**config.mk**
```make
export PLATFORM = sky130hd
export DESIGN_NAME = coverage_weighted_rgba_mix
export DESIGN_NICKNAME = d
export VERILOG_FILES = /design/src/hw/rtl/cmix_pkg.sv /design/src/hw/rtl/cmix_weigh.sv /design/src/hw/rtl/cmix_div_cell.sv /design/src/hw/rtl/coverage_weighted_rgba_mix.sv
export SDC_FILE = /design/constraint.sdc
export NUM_CORES = 2
export LEC_CHECK = 0
export BUFFER_PORTS_ARGS = -buffer_cell sky130_fd_sc_hd__buf_2
export CAP_MARGIN = 20
export CORE_MARGIN = 3
export CORE_UTILIZATION = 42
export CTS_CLUSTER_SIZE = 14
export DETAILED_ROUTE_END_ITERATION = 8
export GPL_ROUTABILITY_DRIVEN = 1
export PLACE_DENSITY_LB_ADDON = 0.12
export SYNTH_ARGS = -nofsm -noshare
export SYNTH_HDL_FRONTEND = slang
export SYNTH_SLANG_ARGS = --single-unit
```
**constraint.sdc**
```tcl
create_clock -name i_clk -period 38.9 [get_ports i_clk]
set_clock_uncertainty 0.15 [all_clocks]
set_input_delay 5.835 -clock i_clk [delete_from_list [all_inputs] [get_ports i_clk]]
set_output_delay 5.835 -clock i_clk [all_outputs]
set_load 0.01 [all_outputs]
```
**src/hw/rtl/cmix_pkg.sv**
```systemverilog
// Package: shared widths, constants and the divider beat type for the RGBA mixer.
`default_nettype none
package cmix_pkg;
    localparam int unsigned ChanW   = 8;
    localparam int unsigned WeightW = 16;
    localparam int unsigned NumW    = 24;
    localparam int unsigned NumChan = 3;
    localparam int unsigned Lanes   = 8;   // quotient bits, one cell each
    localparam logic [WeightW-1:0] FullScale = 16'd255;

    typedef struct packed {
        logic                           valid;
        logic                           ge;      // total weight >= 255
        logic [ChanW-1:0]               alpha;
        logic [WeightW-1:0]             total;
        logic [NumChan-1:0][NumW-1:0]   rem;
        logic [NumChan-1:0][ChanW-1:0]  quo;
    } t_div_beat;
endpackage
`default_nettype wire

```
**src/hw/rtl/cmix_weigh.sv**
```systemverilog
// Front end: weights, summed weight, alpha and channel numerators over two stages.
`default_nettype none
module cmix_weigh (
    input  wire logic                         i_clk,
    input  wire logic                         i_rst_n,
    input  wire logic                         i_en,
    input  wire logic                         i_valid,
    input  wire logic [3:0][cmix_pkg::ChanW-1:0] i_dst,   // r,g,b,a
    input  wire logic [3:0][cmix_pkg::ChanW-1:0] i_src,   // r,g,b,a
    input  wire logic [cmix_pkg::ChanW-1:0]   i_coverage,
    output cmix_pkg::t_div_beat               o_beat
);
    logic                                  r_v1;
    logic [cmix_pkg::WeightW-1:0]          r_wd, r_ws, r_total;
    logic [2:0][cmix_pkg::ChanW-1:0]       r_d, r_s;
    cmix_pkg::t_div_beat                   r_beat;
    logic [cmix_pkg::WeightW-1:0]          n_wd, n_ws;
    logic [cmix_pkg::WeightW:0]            n_alpha_sum;

    assign n_wd = cmix_pkg::WeightW'(i_dst[3]) * cmix_pkg::WeightW'(i_coverage);
    assign n_ws = cmix_pkg::WeightW'(i_src[3]) *
                  cmix_pkg::WeightW'(8'd255 - i_coverage);
    // x/255 == (x + (x>>8) + 1) >> 8 for x below 65535
    assign n_alpha_sum = {1'b0, r_total} + 17'(r_total >> 8) + 17'd1;

    always_ff @(posedge i_clk) begin
        if (!i_rst_n) begin
            r_v1         <= 1'b0;
            r_beat.valid <= 1'b0;
        end else if (i_en) begin
            r_v1         <= i_valid;
            r_beat.valid <= r_v1;
        end
        if (i_en) begin
            r_wd    <= n_wd;
            r_ws    <= n_ws;
            r_total <= n_wd + n_ws;
            for (int c = 0; c < 3; c++) begin
                r_d[c] <= i_dst[c];
                r_s[c] <= i_src[c];
            end
            r_beat.ge    <= (r_total >= cmix_pkg::FullScale);
            r_beat.alpha <= n_alpha_sum[15:8];
            r_beat.total <= r_total;
            for (int c = 0; c < 3; c++) begin
                r_beat.rem[c] <= cmix_pkg::NumW'(r_d[c]) * cmix_pkg::NumW'(r_wd)
                               + cmix_pkg::NumW'(r_s[c]) * cmix_pkg::NumW'(r_ws);
                r_beat.quo[c] <= '0;
            end
        end
    end
    assign o_beat = r_beat;
endmodule
`default_nettype wire

```
**src/hw/rtl/cmix_div_cell.sv**
```systemverilog
// Divider cell: settles one quotient bit for all three color lanes.
`default_nettype none
module cmix_div_cell #(
    parameter int unsigned BIT = 0
) (
    input  wire logic                i_clk,
    input  wire logic                i_rst_n,
    input  wire logic                i_en,
    input  wire cmix_pkg::t_div_beat i_beat,
    output cmix_pkg::t_div_beat      o_beat
);
    cmix_pkg::t_div_beat r_beat, n_beat;
    logic [cmix_pkg::NumW-1:0] n_div;

    assign n_div = cmix_pkg::NumW'(i_beat.total) << BIT;

    always_comb begin
        n_beat = i_beat;
        for (int c = 0; c < cmix_pkg::NumChan; c++) begin
            if (i_beat.rem[c] >= n_div) begin
                n_beat.rem[c]      = i_beat.rem[c] - n_div;
                n_beat.quo[c][BIT] = 1'b1;
            end
        end
    end

    always_ff @(posedge i_clk) begin
        if (!i_rst_n) begin
            r_beat.valid <= 1'b0;
        end else if (i_en) begin
            r_beat.valid <= n_beat.valid;
        end
        if (i_en) begin
            r_beat.ge    <= n_beat.ge;
            r_beat.alpha <= n_beat.alpha;
            r_beat.total <= n_beat.total;
            r_beat.rem   <= n_beat.rem;
            r_beat.quo   <= n_beat.quo;
        end
    end
    assign o_beat = r_beat;
endmodule
`default_nettype wire

```
**src/hw/rtl/coverage_weighted_rgba_mix.sv**
```systemverilog
// Top level: coverage-weighted blend of two RGBA8 pixels, one pixel per clock when downstream does not stall.
//
//  channel  | dir | tdata fields (low bit up)                       | bits
//  s_axis   | in  | dst r,g,b,a, src r,g,b,a, coverage              | 72
//  m_axis   | out | out r,g,b,a                                     | 32
//
// Throughput one beat per clock while downstream does not stall; the path holds
// 2 front-end stages, 8 divider cells and 1 output register. The chain of restoring
// divider cells, one quotient bit per cell, sets the depth.
// Synchronous active-low reset clears all valid flags; no clearing pass.
// Downstream stall freezes the whole chain; s_axis tready drops with it.
`default_nettype none
module coverage_weighted_rgba_mix (
    input  wire logic        i_clk,
    input  wire logic        i_rst_n,
    input  wire logic        i_s_axis_tvalid,
    output logic             o_s_axis_tready,
    // dst_red, dst_green, dst_blue, dst_alpha, src_red, src_green, src_blue,
    // src_alpha, coverage
    input  wire logic [71:0] i_s_axis_tdata,
    output logic             o_m_axis_tvalid,
    input  wire logic        i_m_axis_tready,
    // out_red, out_green, out_blue, out_alpha
    output logic [31:0]      o_m_axis_tdata
);
    localparam int unsigned W = cmix_pkg::ChanW;

    logic en;
    logic [3:0][W-1:0] dst, src;
    cmix_pkg::t_div_beat chain [cmix_pkg::Lanes+1];
    cmix_pkg::t_div_beat tail;
    logic        r_out_valid;
    logic [31:0] r_out_data;

    // whole pipe advances when the output slot is empty or being drained
    assign en = !r_out_valid || i_m_axis_tready;
    assign o_s_axis_tready = en;

    always_comb begin
        for (int c = 0; c < 4; c++) begin
            dst[c] = i_s_axis_tdata[c*W +: W];
            src[c] = i_s_axis_tdata[(c+4)*W +: W];
        end
    end

    cmix_weigh u_weigh (
        .i_clk      (i_clk),
        .i_rst_n    (i_rst_n),
        .i_en       (en),
        .i_valid    (i_s_axis_tvalid),
        .i_dst      (dst),
        .i_src      (src),
        .i_coverage (i_s_axis_tdata[71:64]),
        .o_beat     (chain[0])
    );

    // MSB cell first: quotient < 256 since num <= 255 * total
    for (genvar k = 0; k < cmix_pkg::Lanes; k++) begin : g_cell
        cmix_div_cell #(.BIT(cmix_pkg::Lanes-1-k)) u_cell (
            .i_clk   (i_clk),
            .i_rst_n (i_rst_n),
            .i_en    (en),
            .i_beat  (chain[k]),
            .o_beat  (chain[k+1])
        );
    end

    assign tail = chain[cmix_pkg::Lanes];

    always_ff @(posedge i_clk) begin
        if (!i_rst_n) begin
            r_out_valid <= 1'b0;
        end else if (en) begin
            r_out_valid <= tail.valid;
        end
        if (en) begin
            // low total weight forces all four channels to zero
            r_out_data <= tail.ge ? {tail.alpha, tail.quo[2], tail.quo[1], tail.quo[0]}
                                  : 32'd0;
        end
    end

    assign o_m_axis_tvalid = r_out_valid;
    assign o_m_axis_tdata  = r_out_data;
endmodule
`default_nettype wire

```
==> qor.yml <==
outcome:
  status: "completed"
grt:
  grtUsageTotal_pct: 20.8
  grt_max_degree: 157
  grt_pass1_vias: 57500
  grt_first_pass_wirelength_um: 330000
  grt_antenna_before_repair: 1
  overflow: 0
clock_tree:
  clockBufferDepth: 3
  clock-sinks: 1032
  cts.reportedPaths.clkPinSlew_ps: 60
  cts_setup_buffers: 0
  cts-resized-gates: 0
  h-tree-depth: 3
  cts_tree: "done"
  clk_latency_ps: 780
  cts.hold.buffers_added: 0
  cts-root-buf: "clkbuf_16"
  cts_made_buffers: 121
yosys:
  syn_inst: 7768
  synthSimpleGateAreaFrac_pct: 13.3
  synth-compound-area-share_pct: 10.4
  synth_fa_ha_area_share_pct: 27.7
  syn_area_um2: 83000
  yosysUniqueCellTypes: 94
  ys_seq_elements: 1032
  synth_area_per_cell_um2: 10.7
  yosysWarningCount: 0
  async_reset_ff_share_pct: 0
  synth.yosys.seq_area_share_pct: 37.2
  synth_top_family_by_area: "adder cells"
  synth_edf_count: 1021
  synth_nets: 9252
  dominantRegCellSynth: "edfxtp_1"
  synth-xor-area-share_pct: 4.56
  synthMuxAreaShare_pct: 1.10
layout:
  antennaDiodeCount: 0
  multi_input_area_um2: 47400
  num-fill-cells: 18200
  register_area_um2: 30900
  final_cell_mix: "inv_1, edfxtp_1, nand2_1"
  area_growth_pct: 9.39
  layout_commonest_cell: "inv_1"
  drive_above_1_share_pct: 6.16
  finalNetCount: 9350
sta:
  period_share_pct: 33.5
  finalHoldViolations: 0
  rsz0062_at_grt: "false"
  finalSetupViolations: 0
  fin_crit_ps: 13020
  max_freq_mhz: 76.8
  setup_tns_ps: 0
  worst_pin_slew_ps: 1060
  slew-limit-headroom_pct: 29.1
  final_max_slew_viol_count: 0
detailed_routing:
  drtPass1Iterations: 6
  vias: 54500
  routed_wl_um: 209000
  drt_first_iter_violations: 3149
  remaining_drc_errors: 0
  via_per_inst: 5.15
  post_drt_wl_per_cell_um: 19.7
  final_antenna_net_count: 0
critical_path:
  cp.required_ps: 32910
  path_class: "primary input to output port"
  crit_arrival_ps: 7040
  path_max_fanout: 106
  cp-start-kind: "primary input"
  crit_path_end_kind: "output port"
place:
  port_buffers: 109
  globalplace.congestion: 0.927
  dp_hpwl_um: 165000
min_path:
  min_path_type: "flip-flop to flip-flop"
floorplan:
  die_w_um: 450
  initial_core_util_pct: 42.4
  io_pins: 110
  core-area_um2: 196000
  die_h_um: 450
  design.die.area_um2: 203000
  placementRows: 162
flow_run:
  drv_cap: 0
-- per-stage QoR --
step                      setup WS [ps]  hold WS, ps  std cells  utilization [%]  area [um^2]
after floorplan                   14260          250       7768                -        83000
after global placement            25320          251      10400             44.3        86600
after detailed placement          25280          255      10400             44.3        86600
after CTS                         25270          252      10600             46.4        90700
after global routing              25790          259      10600             46.4        90800
final                             25880          258      10600             46.4        90800
-- worst max-delay path, cell delays in order --
cell and delay [ps]:
buf_2 80, nor2b_1 50, buf_4 180, inv_8 480, buf_2 260
-- final cells by class --
cell class                 instances  share of cell area, %
clock buffer                     139                   3.41
clock inverter                    88                   1.18
inverter                        1060                   4.39
multi-input combinational       5475                   52.2
sequential                      1032                   34.0
tap                             2624                   3.62
timing repair buffer             176                   1.19
-- layer usage --
metal  vias up  share of wire (%)  GRT usage [%]
met5         -                  0              0
met4         0                5.7           10.1
met3       354                2.6           2.05
met2       879                 52           38.5
met1     26700                 40           24.1
li1      26600                  -              -
-- sequential cells by signal, summed over array words and instances (netlist names) --
| signal | count |
|---|---|
| u_weigh.r_s | 24 |
| u_weigh.o_beat | 98 |
| o_m_axis_tvalid | 1 |
| u_weigh.r_d | 24 |
| u_weigh.r_ws | 16 |
| o_m_axis_tdata | 32 |
| u_weigh.r_v1 | 1 |
| g_cell.u_cell.o_beat | 804 |
| u_weigh.r_wd | 16 |
| u_weigh.r_total | 16 |
-- worst paths after layout --
kind	start	end	slack (ps)	cells past startpoint
max	i_m_axis_tready	o_s_axis_tready	25880	5
max reg2reg	u_weigh.r_d[17]	u_weigh.o_beat[95]	31590	20
min	g_cell[1].u_cell.o_beat[116]	g_cell[2].u_cell.o_beat[116]	260	0
min reg2reg	g_cell[1].u_cell.o_beat[116]	g_cell[2].u_cell.o_beat[116]	260	0
-- kinds of logic after synthesis --
logic type	Yosys count
flip-flops	1032
multiplexers	82
AND/OR/NAND/NOR	2214
adder cells (fa/ha/maj)	1408
other	1
AO/OA/AOI/OAI	1338
buffers and inverters	1261
XOR/XNOR	432
-- synth_stat cells, types with 38 or more instances --
cell type / count / area share, %
a211oi_1: 49 / 0.44
a21o_1: 180 / 1.6
a21oi_1: 384 / 2.3
and2_1: 453 / 3.4
clkbuf_1: 177 / 0.80
edfxtp_1: 1021 / 37
fa_1: 718 / 17
ha_1: 690 / 10
inv_1: 1058 / 4.8
mux2_2: 54 / 0.73
nand2_1: 806 / 3.6
nand2b_1: 89 / 0.67
nand3_1: 77 / 0.46
nand4_1: 38 / 0.29
nor2_1: 327 / 1.5
nor2b_1: 123 / 0.93
nor3_1: 90 / 0.54
o21a_1: 79 / 0.71
o21ai_0: 332 / 2.0
or3_1: 42 / 0.32
xnor2_1: 241 / 2.5
xor2_1: 191 / 2.0
Power is left out: the tool's default activity adds up to more than one toggle a clock period on the data nets, which glitch-free logic cannot reach.
